[config.mk]
export PLATFORM = sky130hd
export DESIGN_NAME = dtfw_front
export DESIGN_NICKNAME = d
export VERILOG_FILES = /design/src/design/dtfw_pkg.sv /design/src/design/dtfw_front.sv
export SDC_FILE = /design/constraint.sdc
export NUM_CORES = 1
export LEC_CHECK = 0
export CAP_MARGIN = 20
export CORE_AREA = 2 2 56 58
export DETAILED_ROUTE_END_ITERATION = 16
export DIE_AREA = 0 0 58 60
export DONT_BUFFER_PORTS = 1
export SLEW_MARGIN = 20
export SYNTH_ARGS = -nofsm -noshare
export SYNTH_HDL_FRONTEND = slang
export SYNTH_SLANG_ARGS = --single-unit
export TNS_END_PERCENT = 30
[constraint.sdc]
create_clock -name vclk -period 1.55
set_input_delay 0.155 -clock vclk [all_inputs]
set_output_delay 0.155 -clock vclk [all_outputs]
set_load 0.02 [all_outputs]
[src/design/dtfw_pkg.sv]
`timescale 1ns / 1ps
package dtfw_pkg;

	// defaults for the top level parameters
	localparam int FRAME_WIDTH_DEF  = 256;
	localparam int FRAME_HEIGHT_DEF = 256;
	localparam int DEPTH_BITS_DEF   = 24;

	// fixed field widths
	localparam int COORD_W    = 10;
	localparam int IO_DEPTH_W = 24;
	localparam int CHAN_W     = 8;
	localparam int COLOR_W    = 3 * CHAN_W;
	localparam int LIN_W      = 2 * COORD_W;
	localparam int S_DATA_W   = 72;
	localparam int M_DATA_W   = 56;

	// small queue between front and back
	localparam int QUEUE_DEPTH = 2;

	typedef enum logic {
		ACT_WRITE = 1'b0,
		ACT_READ  = 1'b1
	} action_t;

	typedef enum logic [1:0] {
		ST_WRITTEN = 2'd0,
		ST_FAILED  = 2'd1,
		ST_RANGE   = 2'd2,
		ST_READ    = 2'd3
	} status_t;

	typedef enum logic [1:0] {
		BK_CLEAR,
		BK_IDLE,
		BK_LOOK,
		BK_DECIDE
	} bk_state_t;

	// classification made by the front
	typedef struct packed {
		logic is_read;
		logic in_range;
	} cls_t;

	localparam int CLS_W = $bits(cls_t);

endpackage

[src/design/dtfw_front.sv]
`timescale 1ns / 1ps
module dtfw_front #(
	parameter int FRAME_WIDTH  = dtfw_pkg::FRAME_WIDTH_DEF,
	parameter int FRAME_HEIGHT = dtfw_pkg::FRAME_HEIGHT_DEF,
	parameter int DEPTH_BITS   = dtfw_pkg::DEPTH_BITS_DEF,
	parameter int ADDR_W       = 16,
	parameter int ENTRY_W      = 66
) (
	input  logic                          s_tvalid,
	output logic                          s_tready,
	input  logic                          s_tuser,
	input  logic [dtfw_pkg::S_DATA_W-1:0] s_tdata,
	input  logic                          clearing,
	input  logic                          q_ready,
	output logic                          q_push,
	output logic [ENTRY_W-1:0]            q_data
);
	import dtfw_pkg::*;

	localparam logic signed [32:0] DEPTH_MAX = (33'sd1 <<< (DEPTH_BITS - 1)) - 33'sd1;
	localparam logic signed [32:0] DEPTH_MIN = -DEPTH_MAX - 33'sd1;

	logic [COORD_W-1:0]           x_coord;
	logic [COORD_W-1:0]           y_coord;
	logic signed [IO_DEPTH_W-1:0] frag_depth;
	logic [COLOR_W-1:0]           color;
	logic [LIN_W-1:0]             lin;
	logic signed [32:0]           depth_ext;
	logic signed [32:0]           depth_sat;
	logic [ADDR_W-1:0]            addr;
	cls_t                         cls;

	assign x_coord    = s_tdata[9:0];
	assign y_coord    = s_tdata[19:10];
	assign frag_depth = s_tdata[43:20];
	// packed red, green, blue from the top byte down
	assign color      = {s_tdata[51:44], s_tdata[59:52], s_tdata[67:60]};

	assign s_tready = !clearing && q_ready;
	assign q_push   = s_tvalid && s_tready;

	always_comb begin
		cls.is_read  = (action_t'(s_tuser) == ACT_READ);
		cls.in_range = ({1'b0, x_coord} < 11'(FRAME_WIDTH))
			&& ({1'b0, y_coord} < 11'(FRAME_HEIGHT));
		lin  = LIN_W'(y_coord) * LIN_W'(FRAME_WIDTH) + LIN_W'(x_coord);
		addr = cls.in_range ? ADDR_W'(lin) : '0;
	end

	// saturate the incoming depth into the stored width
	always_comb begin
		depth_ext = 33'(frag_depth);
		if (depth_ext > DEPTH_MAX) begin
			depth_sat = DEPTH_MAX;
		end else if (depth_ext < DEPTH_MIN) begin
			depth_sat = DEPTH_MIN;
		end else begin
			depth_sat = depth_ext;
		end
	end

	assign q_data = {color, DEPTH_BITS'(depth_sat), addr, cls};

endmodule

; After elaboration in Yosys (flattened, before gate mapping)
; Cells that the tools add are included.
[classes]
addsub = 1
n_reduce_logical = 4
muxes = 3
order_cmp = 4
[ops]
columns = cell, n
row1 = 24-bit two-way mux, 2
row2 = 24-bit > comparator (second input constant), 1
row3 = 24-bit less-than comparator (second input constant), 1
row4 = 10-bit by 9-bit less-than comparator with 1-bit output (second input constant), 2
row5 = 16-bit by 10-bit adder with 16-bit output, 1
row6 = 16-bit two-way mux, 1
row7 = 1-bit logical AND, 3
row8 = 1-bit zero test, 1
[totals]
in_bits = 76
out_inout_bits = 68
reg_bits = 0
word_cells = 12

; Longest topological paths before layout
[depth]
word_depth = 3
ltp_mapped = 5
mapped_depth_nobuf = 5

; Worst setup path after synthesis
; Ideal clock, no wire load.
[synth_path]
path_type = in2out
from = input port s_tdata[8] (netlist name)
to = output port q_data[16]
path_buffers = 0
stages = 5
required_ns = 1.395
t_arrival_ns = 1.289
slack_ns = 0.106
cell_sequence = ha_1 fa_1 inv_1 or3_1 a21oi_1
[synth_via]
elab_chain_len = 3
word_cells_on_any_way = 4
classes_between = 1 x add/sub / 1 x order compare / 1 x mux / 1 x reduce/logical
[synth_lines]
columns = element, line_no
row1 = from (decl), dtfw_front.sv:12  ; input logic [dtfw_pkg::S_DATA_W-1:0] s_tdata,
row2 = "parallel branches: the longest is 2 deep, another holds 16-bit by 10-bit adder with 16-bit output", -
row3 = 16-bit two-way mux (*), dtfw_front.sv:47  ; addr = cls.in_range ? ADDR_W'(lin) : '0;
row4 = to (decl), dtfw_front.sv:16  ; output logic [ENTRY_W-1:0] q_data
; Every way passes the cells marked *.

; Worst setup path after layout
; Ends and elaborated chain as after synthesis.

==> run_results.csv <==
group,metric,value,unit
pwr,pwr-share-seq,0,
pwr,p_clk_frac,0,
timing,setup_violations,0,
min_path,hold_path_depth,0,
final_layout,regArea,0,um^2
timing,fmaxAchievable,0.681,GHz
routing,drtIter0Drc,10,
routing,drcViolationCount,0,
pwr,comb_power_share,1.000,
critical_path,crit_chain,"ha_1 > fa_1 > inv_1 > or3_1 > a21oi_1 > buf_4",
routing,ant_nets,0,
pwr,peakVddDrop,0.0403,mV
routing,wl,1430,um
pwr,p_int,0.0000251,W
yosys,synth_common_cells,"buf_4, clkbuf_1, and2_1",
final_layout,syn_to_final_growth,-34.7,%
yosys,yosys_warnings,0,
yosys,yosysSeqAreaShare,0,
pwr,power.switching,0.0000378,W
yosys,synthesis.nets,170,
critical_path,crit_required,1.39,ns
yosys,yosysTopAreaCellShare,0.334,
min_path,min_from,"s_tdata[35]",
grt,met3_usage,0.0325,
final_layout,clkbuf_count,0,
final_layout,design.seq.count,0,
outcome,status,"completed",
critical_path,worstPathArrival,1.31,ns
clock_network,post_cts_buffers,0,
floorplan,fp-row-count,20,
critical_path,crit_buf_inv,2,
yosys,syn_inst,91,
final_layout,fill_cells,337,
critical_path,worstSetupPathType,"in2out",
yosys,avgSynthCellArea,6.17,um^2
place,place_congestion,0.725,
grt,gr-total-overflow,0,
yosys,yosysUniqueCellTypes,20,
final_layout,drive_gt1_frac,0.229,
grt,antenna_found_initial,0,
clock_network,ctsHoldBuffers,0,
grt,grt-busiest-layer,"met2",
grt,grt_pass1_vias,393,
final_layout,utilization,0.126,
floorplan,die_y,60,um
routing,vias,392,
place,portBuffers,0,
floorplan,io_pins,144,
grt,use_met2,0.127,
timing,period_share,0.948,
pwr,power.density,172,mW/mm^2
critical_path,crit_path_max_incr_delay,0.34,ns
floorplan,core_area,0.00290,mm^2
timing,hold_viol_final,0,
timing,min_period,1.47,ns
final_layout,diodes,0,
routing,wl_per_cell,17.6,um
grt,grt_usage,0.0713,
grt,gr-usage-met1,0.0530,
floorplan,die_w,58,um
timing,slew_violations,0,
min_path,hold_end,"q_data[33]",
yosys,synthesis.area,562,um^2
critical_path,endpoint_kind,"output pin",
min_path,hp-class,"in2out",
floorplan,die-area,0.00348,mm^2
timing,final.setup.tns,0,ns
critical_path,cpMaxStageDelayCell,"or3_1",
final_layout,nets,129,
grt,grt_max_degree,12,
critical_path,crit_fanout,3,
floorplan,start_util,0.194,
yosys,synth_area_leaders,"buf_4, clkbuf_1, and2_1",
critical_path,start_kind,"input port",
yosys,synth_most_common_cell,"buf_4",
pwr,switching_share,0.602,
timing,worst_pin_slew,0.268,ns
flow_run,drv_cap,0,
yosys,yosysTopAreaCell,"buf_4",
routing,post_drt_via_cell_ratio,4.84,
critical_path,path_delay_family,"adder cells",
grt,grt_first_pass_wirelength,1940,um
pwr,p_leak,0.152,nW
critical_path,path_depth,6,
timing,relSlewSlack,0.821,
routing,drt_pre_antenna_iters,2,
## how the worst max path moves through the flow
stage | start | to | slack (ns)
after floorplan | s_tdata[8] | q_data[16] | 0.11
after global placement | s_tdata[8] | q_data[16] | 0.11
after detailed placement | s_tdata[8] | q_data[16] | 0.09
after CTS | s_tdata[8] | q_data[16] | 0.09
after global routing | s_tdata[8] | q_data[16] | -0.0004
final | s_tdata[8] | q_data[16] | 0.08
## routing by layer
layer	vias up	share of wire
met1	161	0.25
met4	0	0.11
met3	26	0.18
met2	50	0.46
li1	155	-
met5	-	0
## placed cells by master, fill, tap and decap left out
cell and count:
nand4_1 1, nand3_1 2, xnor2_1 1, o31ai_1 1, a21oi_1 4, inv_1 3
nor2_1 2, ha_1 2, nor2b_1 1, or4_4 1, and2_1 11, or4_1 1
fa_1 1, o21ai_0 3, inv_2 1, buf_4 8, or3_1 3, xor2_1 1
a21oi_2 1
## power by group through the flow
stage	registers [W]	clock network, W	logic (W)
after floorplan	0	0	0.000206
after global placement	0	0	0.0000609
after detailed placement	0	0	0.0000619
after CTS	0	0	0.0000625
after global routing	0	0	0.0000722
final	0	0	0.0000629
## timing repair
item	in CTS	in global routing
resized for setup	0	1
endpoints found under the setup margin	0	1
hold endpoints to repair	0	0
## per-stage QoR
| stage | instances | power (W) | cell area [um^2] | worst slack, ns | hold WS, ns |
|---|---|---|---|---|---|
| 2_1_floorplan | 91 | 0.000206 | 562 | 0.106 | 0.393 |
| 3_3_place_gp | 81 | 0.0000609 | 363 | 0.114 | 0.310 |
| 3_5_place_dp | 81 | 0.0000619 | 363 | 0.0906 | 0.310 |
| 4_1_cts | 81 | 0.0000625 | 363 | 0.0878 | 0.310 |
| 5_1_grt | 81 | 0.0000722 | 367 | -0.000372 | 0.310 |
| 6_report | 81 | 0.0000629 | 367 | 0.0807 | 0.310 |
## logic make-up (layout without fill, tap and decap cells)
group / after synthesis / in the layout / synth area share
adder cells (fa/ha/maj): 3 / 3 / 0.0802
buffers and inverters: 55 / 12 / 0.561
AO/OA/AOI/OAI: 9 / 9 / 0.0846
XOR/XNOR: 2 / 2 / 0.0312
AND/OR/NAND/NOR: 22 / 22 / 0.243
## layout make-up
class                           count  area, um^2  share of cell area
Timing Repair Buffer                8        60.1               0.164
Multi-Input combinational cell     36         250               0.683
Inverter                            4        15.0              0.0410
Tap cell                           33        41.3               0.113
(Power assumes the default switching activity.)
