===== src/design/dtfw_pkg.sv =====
`timescale 1ns / 1ps
package dtfw_pkg;

	// defaults for the top level parameters
	localparam int FRAME_WIDTH_DEF  = 256;
	localparam int FRAME_HEIGHT_DEF = 256;
	localparam int DEPTH_BITS_DEF   = 24;

	// fixed field widths
	localparam int COORD_W    = 10;
	localparam int IO_DEPTH_W = 24;
	localparam int CHAN_W     = 8;
	localparam int COLOR_W    = 3 * CHAN_W;
	localparam int LIN_W      = 2 * COORD_W;
	localparam int S_DATA_W   = 72;
	localparam int M_DATA_W   = 56;

	// small queue between front and back
	localparam int QUEUE_DEPTH = 2;

	typedef enum logic {
		ACT_WRITE = 1'b0,
		ACT_READ  = 1'b1
	} action_t;

	typedef enum logic [1:0] {
		ST_WRITTEN = 2'd0,
		ST_FAILED  = 2'd1,
		ST_RANGE   = 2'd2,
		ST_READ    = 2'd3
	} status_t;

	typedef enum logic [1:0] {
		BK_CLEAR,
		BK_IDLE,
		BK_LOOK,
		BK_DECIDE
	} bk_state_t;

	// classification made by the front
	typedef struct packed {
		logic is_read;
		logic in_range;
	} cls_t;

	localparam int CLS_W = $bits(cls_t);

endpackage


===== src/design/dtfw_queue.sv =====
`timescale 1ns / 1ps
module dtfw_queue #(
	parameter int WIDTH = 66
) (
	input  logic             clk,
	input  logic             arst_n,
	input  logic             push,
	input  logic [WIDTH-1:0] push_data,
	output logic             ready,
	input  logic             pop,
	output logic             valid,
	output logic [WIDTH-1:0] pop_data
);
	import dtfw_pkg::*;

	localparam int PTR_W = $clog2(QUEUE_DEPTH);
	localparam int CNT_W = $clog2(QUEUE_DEPTH + 1);

	logic [WIDTH-1:0] slot_q [QUEUE_DEPTH];
	logic [PTR_W-1:0] wr_ptr_q;
	logic [PTR_W-1:0] rd_ptr_q;
	logic [CNT_W-1:0] cnt_q;
	logic             do_push;
	logic             do_pop;

	assign ready    = (cnt_q != CNT_W'(QUEUE_DEPTH));
	assign valid    = (cnt_q != '0);
	assign pop_data = slot_q[rd_ptr_q];
	assign do_push  = push && ready;
	assign do_pop   = pop && valid;

	always_ff @(posedge clk) begin
		if (do_push) begin
			slot_q[wr_ptr_q] <= push_data;
		end
	end

	always_ff @(posedge clk or negedge arst_n) begin
		if (!arst_n) begin
			wr_ptr_q <= '0;
			rd_ptr_q <= '0;
			cnt_q    <= '0;
		end else begin
			if (do_push) begin
				wr_ptr_q <= (wr_ptr_q == PTR_W'(QUEUE_DEPTH - 1)) ? '0 : wr_ptr_q + 1'b1;
			end
			if (do_pop) begin
				rd_ptr_q <= (rd_ptr_q == PTR_W'(QUEUE_DEPTH - 1)) ? '0 : rd_ptr_q + 1'b1;
			end
			if (do_push && !do_pop) begin
				cnt_q <= cnt_q + 1'b1;
			end else if (do_pop && !do_push) begin
				cnt_q <= cnt_q - 1'b1;
			end
		end
	end

endmodule


===== config.mk =====
export PLATFORM = sky130hd
export DESIGN_NAME = dtfw_queue
export DESIGN_NICKNAME = d
export VERILOG_FILES = /design/src/design/dtfw_pkg.sv /design/src/design/dtfw_queue.sv
export SDC_FILE = /design/constraint.sdc
export NUM_CORES = 1
export LEC_CHECK = 0
export BUFFER_PORTS_ARGS = -buffer_cell sky130_fd_sc_hd__buf_2
export CAP_MARGIN = 20
export CORE_MARGIN = 2
export CORE_UTILIZATION = 52
export CTS_CLUSTER_DIAMETER = 50
export DETAILED_ROUTE_END_ITERATION = 12
export PLACE_DENSITY = 0.81
export RECOVER_POWER = 25
export SYNTH_ARGS = -nofsm -noshare
export SYNTH_HDL_FRONTEND = slang
export SYNTH_SLANG_ARGS = --single-unit
export TNS_END_PERCENT = 50

===== constraint.sdc =====
create_clock -name clk -period 5 [get_ports clk]
set_input_delay 1 -clock clk [delete_from_list [all_inputs] [get_ports clk]]
set_output_delay 1 -clock clk [all_outputs]
set_load 0.01 [all_outputs]

# ---- Yosys cells after proc, flatten, opt, wreduce, memory -nomap -nowiden
# Memory sizes are Yosys's and may differ from the RTL's.
# Cells that the tools add are included.
dict set report totals {
  ff_bits 4
  latch_bits 0
  ram_bits 132
  romBits 0
  elab_cells 23
  mem_count 1
}
# name words word_bits read_ports rd_clocked_by_memory_dff write_ports line_no
set memory_table {}
lappend memory_table {slot_q 2 66 1 0 1 dtfw_queue.sv:19} ;# logic [WIDTH-1:0] slot_q [QUEUE_DEPTH];
dict set report classes {
  n_addsub 4
  mul 0
  div 0
  order_cmp 0
  eq_ne 1
  shifts 0
  n_mux 6
  n_bitwise 0
  reduce_logical 8
}
# op count
set op_table {}
lappend op_table {{$logic_and 1x1->1} 4}
lappend op_table {{$mux 1} 4}
lappend op_table {{$mux 2} 2}
lappend op_table {{$reduce_bool 2->1} 2}
lappend op_table {{$add 1x1->1 const B} 2}
lappend op_table {{$add 2x1->2 const B} 1}
lappend op_table {{$logic_not 1->1} 2}
lappend op_table {{$ne 2x2->1 const B} 1}
lappend op_table {{$sub 2x1->2 const B} 1}

# ---- Depth between registers and ports, before layout
# Gate-level depths: netlist of the first run.
dict set report depth {
  depth_word 6
  depth_mapped 7
}

# ---- Worst setup path after synthesis of the first run
# OpenSTA, ideal clock, no wires.
dict set report synth_timing {
  path_kind {input -> register}
  startpoint {input port push}
  endpoint {memory slot_q[0][0] (enable)}
  setup_ns 0.490
  t_arrival_ns 3.850
  t_required_ns 4.510
  slack_ns 0.660
  cell_stages 2
  n_path_buf 0
  cell_sequence {nand2_1 > nor2_1}
}
dict set report synth_via {
  elab_chain_len 3
}
# element line_no
set synth_lines {}
lappend synth_lines {{from (decl)} dtfw_queue.sv:7} ;# input logic push,
lappend synth_lines {{$logic_and 1x1->1} dtfw_queue.sv:29} ;# assign do_push = push && ready;
lappend synth_lines {{$mux 1} dtfw_queue.sv:33} ;# if (do_push) begin
lappend synth_lines {{$mux 1 (not written as such)} dtfw_queue.sv:34} ;# slot_q[wr_ptr_q] <= push_data;
lappend synth_lines {{to (decl)} dtfw_queue.sv:19}
# Every way passes these cells.

# ---- Final worst setup path of the first run
dict set report layout_timing {
  startpoint {register rd_ptr_q}
  endpoint {output port pop_data[44]}
}
dict set report layout_via {
  elab_chain_len 1
}
# element line_no
set layout_lines {}
lappend layout_lines {{from (decl)} dtfw_queue.sv:21} ;# logic [PTR_W-1:0] rd_ptr_q;
lappend layout_lines {{from (signal assigned)} dtfw_queue.sv:48} ;# rd_ptr_q <= (rd_ptr_q == PTR_W'(QUEUE_DEPTH - 1)) ? '0 : rd_ptr_q + 1'b1;
lappend layout_lines {{$mem_v2 2x66} -}
lappend layout_lines {{to (decl)} dtfw_queue.sv:12} ;# output logic [WIDTH-1:0] pop_data
# Every way passes these cells.

==> flow_summary.json, run 1 <==
{
  "status": "completed",
  "grt_pass1_wl_um": 12300,
  "ir_drop_uv": 438,
  "p_per_area_nw_per_um2": 622,
  "fmax_ghz": 0.303,
  "drive_gt1_share_pct": 55.6,
  "rsz0062_at_grt": "no",
  "criticalPathCategory": "flop to primary output",
  "startpoint_type": "flop",
  "critical_path.cell_chain": "mux2_2 > buf_2",
  "die_w_um": 103,
  "gp_congestion": 0.712,
  "gr-usage-met3_pct": 7.32,
  "endpoint": "pop_data[44]",
  "cts-root-buf": "clkbuf_8",
  "ant_nets": 0,
  "antenna_found_initial": 1,
  "area_delta_synth_final_pct": 27.7,
  "grt_use_total_pct": 16.3,
  "dieArea_um2": 10600,
  "tritoncts": "yes",
  "hpwl_um": 5370,
  "hold_ws_ns": 0.303,
  "drt-initial-drc-count": 102,
  "synthCells": 223,
  "end_kind": "primary output",
  "clk_path_buf_depth": 2,
  "port_buffers": 137,
  "crit_fanout": 67,
  "clock_power_share_pct": 31.5,
  "worst_slew_pin_slew_ns": 1.08,
  "synth_cell_types": 16,
  "core.rowCount": 36,
  "ys_ff_latch": 136,
  "drc": 0,
  "viasPerCell": 4.89,
  "ys_warn_count": 0,
  "grt_max_degree": 68,
  "critical_path_arrival_ns": 2.30,
  "clock_sinks": 136,
  "cp_slowest_cell": "dfrtp_4",
  "antennaDiodeCount": 0,
  "coreArea_um2": 9640,
  "clock_latency_ns": 0.52,
  "vias": 2543,
  "instances_no_fill": 520,
  "tns_ns": 0,
  "p_int_uw": 2930,
  "relSlewSlack_pct": 28.0,
  "nets": 445,
  "post_cts_buffers": 0,
  "htreeDepth": 4,
  "min_period_ns": 3.30,
  "grt_pass1_vias": 2511,
  "rr_worst_depth": 4,
  "ctsHoldBuffers": 0,
  "final_util_pct": 67.2,
  "pin_count": 138,
  "busiest_layer": "met2",
  "min_path_type": "input pin to asynchronous set/reset pin",
  "finalPower_uw": 4030,
  "ys_seq_area_share_pct": 80.2,
  "numCtsBuffers": 17,
  "use_met1_pct": 19.6,
  "swShare_pct": 27.2,
  "crit_start": "rd_ptr_q",
  "timing.final.crit_share_pct": 65.9,
  "synth_area_per_cell_um2": 22.7,
  "start_util_pct": 52.6,
  "wire_per_inst_um": 16.1,
  "p_leak_uw": 0.00249,
  "place_inst": 488,
  "critPathMaxStageDelay_ns": 1.08,
  "cts.clk_slew.worst_paths_ns": 0.06,
  "grt-ovfl-total": 0,
  "rr_startpoint": "cnt_q[0]",
  "combPwrFrac_pct": 24.9,
  "cap_viol_max_count": 0,
  "p_sw_uw": 1090,
  "die_y_um": 103,
  "seqPwrFrac_pct": 43.5,
  "use_met2_pct": 25.3,
  "fin_worst_skew_ns": 0.00750,
  "reg2reg_slack_ns": 2.69,
  "wirelength_um": 8400,
  "synth_area_um2": 5070,
  "timing_hold_violations_final": 0,
  "drt_first_pass_iters": 4,
  "synthesis.nets": 294,
  "setup_viol": 0,
  "crit_required_ns": 4.00,
  "r2r-end": "slot_q[0][47]",
  "postCtsResizedCells": 0,
  "final-max-slew-violation-count": 0
}
[critical path, delay by kind of cell (launching register included)]
| kind | cells | cell delay [ns] |
|---|---|---|
| flip-flops | 1 | 1.08 |
| multiplexers | 1 | 0.44 |
| buffers and inverters | 1 | 0.14 |
[cell type report]
class,count,area (um^2)
clock buffer,21,439
tap,133,166
clock inverter,11,171
sequential,136,4070
inverter,1,3.75
fill,685,3160
timing repair buffer,139,672
multi-input combinational,79,955
[logic make-up (layout without fill, tap and decap cells)]
family                   after synthesis  count (layout)  share of synthesized area, %
flip-flops                           136             136                          80.2
multiplexers                          66              66                          16.9
buffers and inverters                  8             172                          1.18
AND/OR/NAND/NOR                        7               7                         0.667
XOR/XNOR                               5               5                         0.864
adder cells (fa/ha/maj)                1               1                         0.247
[sequential cells by signal, indices dropped and copies added (netlist names)]
signal,cells
cnt_q,2
rd_ptr_q,1
slot_q,132
wr_ptr_q,1
[cell usage after synthesis]
cell type,n,area (um^2)
xor2_1,2,17.5
mux2_4,30,450
nand2b_1,1,6.26
nor2_1,2,7.51
and3_1,1,6.26
buf_4,1,7.51
edfxtp_1,132,3960
or2_2,1,6.26
buf_6,3,33.8
ha_1,1,12.5
inv_1,1,3.75
buf_2,3,15.0
mux2_2,36,405
xnor2_1,3,26.3
nand2_1,2,7.51
dfrtp_1,4,100
[layout by cell type (no fill, tap or decap), drive strengths merged]
master	instances
nand2b	1
bufinv	4
ha	1
edfxtp	132
clkinvlp	2
inv	2
dfrtp	4
mux2	66
clkbuf	43
xor2	2
buf	117
or2	1
nand2	2
nor2	2
xnor2	3
clkinv	4
and3	1
[worst min path at each step]
stage | start | to | slack [ns]
after global routing | arst_n | cnt_q[1] | 0.30
after CTS | arst_n | cnt_q[1] | 0.26
after detailed placement | cnt_q[1] | cnt_q[1] | 0.49
final | arst_n | cnt_q[1] | 0.30
after global placement | cnt_q[1] | cnt_q[1] | 0.47
after floorplan | cnt_q[1] | cnt_q[1] | 0.46
[power groups by stage]
stage / combinational [uW] / sequential, uW / clock (uW)
detailed placement: 1020 / 1780 / 0
global route: 1090 / 1790 / 1340
finish: 1000 / 1750 / 1270
floorplan: 790 / 1650 / 0
CTS: 1030 / 1760 / 1290
global placement: 1010 / 1760 / 0
[metal layers]
metal / wire length [um] / up-vias / part of all wire, %
met2: 4070 / 93 / 48
met5: 7 / - / 0.083
met4: 142 / 2 / 1.7
met1: 3520 / 1245 / 42
met3: 655 / 16 / 7.8
li1: - / 1187 / -
[stage by stage]
step	setup slack, ns	cell area, um^2
2_1_floorplan	0.660	5070
6_report	1.70	6470
3_5_place_dp	2.13	5890
4_1_cts	1.70	6500
3_3_place_gp	2.19	5890
5_1_grt	1.62	6470
Note: power is estimated with default switching activity, not from simulation.
==> run 2: changes to the inputs <==
--- a/config.mk
+++ b/config.mk
@@ -8,10 +8,10 @@
 export BUFFER_PORTS_ARGS = -buffer_cell sky130_fd_sc_hd__buf_2
 export CAP_MARGIN = 20
 export CORE_MARGIN = 2
-export CORE_UTILIZATION = 52
+export CORE_UTILIZATION = 47
 export CTS_CLUSTER_DIAMETER = 50
 export DETAILED_ROUTE_END_ITERATION = 12
-export PLACE_DENSITY = 0.81
+export PLACE_DENSITY = 0.78
 export RECOVER_POWER = 25
 export SYNTH_ARGS = -nofsm -noshare
 export SYNTH_HDL_FRONTEND = slang
==> constraint.sdc (replaced) <==
create_clock -name clk -period 2.8 [get_ports clk]
set_input_delay 0.56 -clock clk [delete_from_list [all_inputs] [get_ports clk]]
set_output_delay 0.56 -clock clk [all_outputs]
set_load 0.01 [all_outputs]
==> flow_summary.json, run 2 (synthesis results as in run 1) <==
{
  "reg_top3": "slot_q x132, cnt_q x2",
  "ant_nets": 0,
  "critical_path.cell_chain": "buf_4 > mux2_4 > buf_2",
  "final-max-slew-violation-count": 0,
  "min_path_type": "input pin to flop",
  "tns_ns": 0,
  "fmax_ghz": 0.375,
  "cts-root-buf": "clkbuf_8",
  "drive_gt1_share_pct": 59.1,
  "min_period_ns": 2.66,
  "path_buf_inv": 2,
  "pin_count": 138,
  "cap_viol_max_count": 0,
  "p_int_uw": 5140,
  "setup_viol": 0,
  "largest_reg_flops": 132,
  "tritoncts": "yes",
  "dieArea_um2": 11600,
  "relSlewSlack_pct": 62.7,
  "combPwrFrac_pct": 27.8,
  "ir_drop_uv": 511,
  "coreArea_um2": 10400,
  "grt_pass1_vias": 2670,
  "timing_hold_violations_final": 0,
  "hold_ws_ns": 0.237,
  "vias": 2556,
  "regMostFlops": "slot_q",
  "clock_latency_ns": 0.51,
  "drc": 0,
  "clock_power_share_pct": 29.8,
  "nets": 449,
  "area_delta_synth_final_pct": 28.7,
  "grt_max_degree": 41,
  "status": "completed",
  "critical_path_arrival_ns": 2.10,
  "drt-initial-drc-count": 105,
  "cpLargestDelayFamily": "flip-flops",
  "swShare_pct": 27.5,
  "start_util_pct": 48.7,
  "layout_common_cells": "132 x edfxtp_1, 129 x buf_2, 36 x mux2_2",
  "crit_required_ns": 2.24,
  "grt_pass1_wl_um": 13000,
  "final_cell_area_um2": 6520,
  "die_y_um": 108,
  "fin_worst_skew_ns": 0.00946,
  "wire_per_inst_um": 16.3,
  "htreeDepth": 4,
  "critPathMaxStageDelay_ns": 0.73,
  "end_kind": "primary output",
  "p_sw_uw": 1950,
  "startpoint_type": "flop",
  "reg2reg_slack_ns": 1.05,
  "n_fill_cell": 768,
  "p_per_area_nw_per_um2": 1090,
  "clk_path_buf_depth": 2,
  "port_buffers": 137,
  "timing.final.crit_share_pct": 95.1,
  "cts.clk_slew.worst_paths_ns": 0.06,
  "grt_use_total_pct": 15.5,
  "numCtsBuffers": 17,
  "gp_congestion": 0.674,
  "rsz0062_at_grt": "no",
  "place_area_um2": 5950,
  "criticalPathCategory": "flop to primary output",
  "grt-ovfl-total": 0,
  "viasPerCell": 4.85,
  "clock_sinks": 136,
  "mostFrequentLayoutCell": "edfxtp_1",
  "antenna_found_initial": 0,
  "seqPwrFrac_pct": 42.4,
  "antennaDiodeCount": 0,
  "p_leak_uw": 0.00253,
  "cp_slowest_cell": "dfrtp_4",
  "drt_first_pass_iters": 4,
  "crit_fanout": 32,
  "post_cts_buffers": 0,
  "wirelength_um": 8620,
  "hpwl_um": 5730,
  "die_w_um": 108,
  "worst_slew_pin_slew_ns": 0.559,
  "core.rowCount": 37
}
## run 2: changes by cell type in the layout (fill, tap and decap cells not counted), sizes merged
cell,change
clkinvlp,+3
buf,+17
inv,-1
clkbuf,-18
bufinv,-1
clkinv,+3
dlygate4sd3,+1
## run 2: area by class of cell
cell class,count,area [um^2],area share [%]
flip-flops and latches,136,4070,62.4
multi-input cells,79,958,14.7
repair buffers,143,748,11.5
clock buffers,17,414,6.35
well taps,136,170,2.61
clock inverters,15,160,2.46
inverters,1,3.75,0.0575
## run 2: through the flow
stage	power (uW)	cells	setup WS, ns	utilization, %
CTS	7200	527	0.0920	62.7
global route	7450	527	0.0269	62.6
global placement	5010	494	0.693	57.1
detailed placement	5070	494	0.640	57.1
floorplan	4350	223	0.164	-
finish	7090	527	0.137	62.6
## run 2: power groups by stage
stage / clock network [uW] / logic, uW / registers, uW
after global routing: 2250 / 2130 / 3060
after global placement: 0 / 1980 / 3020
final: 2110 / 1970 / 3010
after floorplan: 0 / 1420 / 2930
after CTS: 2160 / 2020 / 3020
after detailed placement: 0 / 2010 / 3060
## run 2: what timing repair did
action | 4_1_cts | 5_1_grt
hold buffers | 1 | 0
endpoints found under the hold margin | 4 | 0
gates resized for setup | 0 | 0
## run 2: path summary, 6_finish.rpt
kind                              start            end  cells after the start
max                            rd_ptr_q   pop_data[14]                      3
min in group asynchronous        arst_n       rd_ptr_q                      2
min reg2reg                    cnt_q[1]       cnt_q[1]                      1
min                        push_data[1]   slot_q[1][1]                      1
max in group asynchronous        arst_n       rd_ptr_q                      2
max reg2reg                    cnt_q[0]  slot_q[1][13]                      3
## run 2: layer usage
metal  track usage, %  vias up  wire length [um]  part of all wire [%]
met5                0        -                 0                     0
met4             5.49        0                17                  0.20
met3             6.96        2               706                   8.2
met2             26.1      107              4480                    52
met1             17.6     1252              3410                    40
li1                 -     1195                 -                     -
==> run 3: changes to the inputs <==
--- a/config.mk
+++ b/config.mk
@@ -5,13 +5,14 @@
 export SDC_FILE = /design/constraint.sdc
 export NUM_CORES = 1
 export LEC_CHECK = 0
+export ABC_CLOCK_PERIOD_IN_PS = 2800
 export BUFFER_PORTS_ARGS = -buffer_cell sky130_fd_sc_hd__buf_2
 export CAP_MARGIN = 20
 export CORE_MARGIN = 2
-export CORE_UTILIZATION = 47
+export CORE_UTILIZATION = 45
 export CTS_CLUSTER_DIAMETER = 50
 export DETAILED_ROUTE_END_ITERATION = 12
-export PLACE_DENSITY = 0.78
+export PLACE_DENSITY = 0.75
 export RECOVER_POWER = 25
 export SYNTH_ARGS = -nofsm -noshare
 export SYNTH_HDL_FRONTEND = slang
==> constraint.sdc (replaced) <==
create_clock -name clk -period 2.8 [get_ports clk]
set_input_delay 0.14 -clock clk [delete_from_list [all_inputs] [get_ports clk]]
set_output_delay 0.14 -clock clk [all_outputs]
set_load 0.01 [all_outputs]
==> flow_summary.json, run 3 (synthesis results as in run 1) <==
{
  "largest_reg_flops": 132,
  "timing_hold_violations_final": 0,
  "rsz0062_at_grt": "no",
  "clock_sinks": 136,
  "coreArea_um2": 10900,
  "fmax_ghz": 0.463,
  "grt-ovfl-total": 0,
  "timing.final.crit_share_pct": 77.1,
  "ant_nets": 0,
  "layout_common_cells": "132 x edfxtp_1, 106 x buf_2, 67 x dlygate4sd3_1",
  "drt-initial-drc-count": 92,
  "path_buf_inv": 2,
  "min_period_ns": 2.16,
  "hpwl_um": 5370,
  "htreeDepth": 4,
  "drive_gt1_share_pct": 45.9,
  "reg2reg_slack_ns": 0.95,
  "min_to": "rd_ptr_q",
  "viasPerCell": 4.68,
  "cts.clk_slew.worst_paths_ns": 0.05,
  "ctsHoldBuffers": 67,
  "cp_slowest_cell": "dfrtp_4",
  "grt_use_total_pct": 15.7,
  "antenna_found_initial": 0,
  "pin_count": 138,
  "start_util_pct": 46.4,
  "area_delta_synth_final_pct": 40.0,
  "drt_first_pass_iters": 4,
  "clk_path_buf_depth": 2,
  "dp_slack_ns": 0.967,
  "clock_latency_ns": 0.40,
  "status": "completed",
  "reg_top3": "slot_q x132, cnt_q x2",
  "n_fill_cell": 762,
  "criticalPathCategory": "flop to primary output",
  "rr_startpoint": "cnt_q[0]",
  "critPathMaxStageDelay_ns": 0.76,
  "tns_ns": 0,
  "hp-start": "pop",
  "path_depth": 3,
  "wirelength_um": 9270,
  "port_buffers": 137,
  "worst_slew_pin_slew_ns": 0.923,
  "grt_pass1_wl_um": 13800,
  "vias": 2787,
  "fin_ws_ns": 0.642,
  "post_cts_buffers": 0,
  "final_util_pct": 64.9,
  "crit_required_ns": 2.66,
  "postCtsResizedCells": 0,
  "nets": 513,
  "min_path_type": "input pin to flop",
  "cpLargestDelayFamily": "flip-flops",
  "r2r-end": "slot_q[1][58]",
  "end_kind": "primary output",
  "core.rowCount": 38,
  "fin_worst_skew_ns": 0.00848,
  "cap_viol_max_count": 0,
  "relSlewSlack_pct": 38.5,
  "regMostFlops": "slot_q",
  "cts-root-buf": "clkbuf_16",
  "grt_max_degree": 67,
  "antennaDiodeCount": 0,
  "p_leak_uw": 0.00272,
  "p_per_area_nw_per_um2": 990,
  "tritoncts": "yes",
  "drc": 0,
  "die_y_um": 110,
  "hold_ws_ns": 0.0327,
  "ir_drop_uv": 917,
  "setup_viol": 0,
  "wire_per_inst_um": 15.6,
  "rr_worst_depth": 2,
  "crit_fanout": 35,
  "critical_path_arrival_ns": 2.02,
  "numCtsBuffers": 17,
  "grt_pass1_vias": 2923,
  "mostFrequentLayoutCell": "edfxtp_1",
  "die_w_um": 110,
  "gp_congestion": 0.681,
  "worstHoldPathCells": 3,
  "dieArea_um2": 12100,
  "final-max-slew-violation-count": 0,
  "critical_path.cell_chain": "buf_12 > mux2_2 > buf_2",
  "startpoint_type": "flop"
}
[run 3: cell types whose count changed in the layout (fill, tap and decap cells not counted), moves of 2 or more]
cell / previous run / this run
buf_2: 129 / 106
bufinv_16: 3 / 1
clkbuf_1: 8 / 30
clkinv_1: 5 / 3
clkinv_2: 1 / 5
dlygate4sd3_1: 1 / 67
[run 3: area by class of cell]
| type | count | area (um^2) | share of cell area, % |
|---|---|---|---|
| clock inverters | 15 | 113 | 1.59 |
| flip-flops and latches | 136 | 4070 | 57.3 |
| multi-input cells | 79 | 958 | 13.5 |
| clock buffers | 17 | 425 | 5.99 |
| repair buffers | 207 | 1350 | 19.1 |
| inverters | 1 | 3.75 | 0.0529 |
| well taps | 140 | 175 | 2.47 |
[run 3: stage by stage]
step                      area (um^2)  std cells  power, uW
after floorplan                  5080        223       4350
after global routing             7100        595       7370
after detailed placement         5930        496       5030
after CTS                        7130        595       7100
after global placement           5930        496       4970
final                            7100        595       7030
[run 3: power by group]
group	internal, uW	total [uW]	switching (uW)
combinational	1040	2020	980
clock	1200	1980	780
sequential	2800	3020	228
total	5040	7030	1990
[run 3: worst max path at each step]
stage / start / endpoint
after floorplan: cnt_q[0] / slot_q[1][0]
after global placement: cnt_q[0] / slot_q[1][65]
after detailed placement: cnt_q[0] / slot_q[1][25]
after CTS: rd_ptr_q / pop_data[50]
after global routing: rd_ptr_q / pop_data[65]
final: rd_ptr_q / pop_data[50]
[run 3: worst min-delay path, delay by kind of cell]
family	cells	cell delay (ns)
XOR/XNOR	1	0.07
AND/OR/NAND/NOR	1	0.09
buffers and inverters	1	0.10
[run 3: routing by layer]
layer / vias to the layer above / global-route usage [%] / share of wire, %
met5: - / 0 / 0
met4: 0 / 5.89 / 0.90
met3: 7 / 5.35 / 5.4
met2: 93 / 27.9 / 53
met1: 1366 / 17.3 / 40
li1: 1321 / - / -
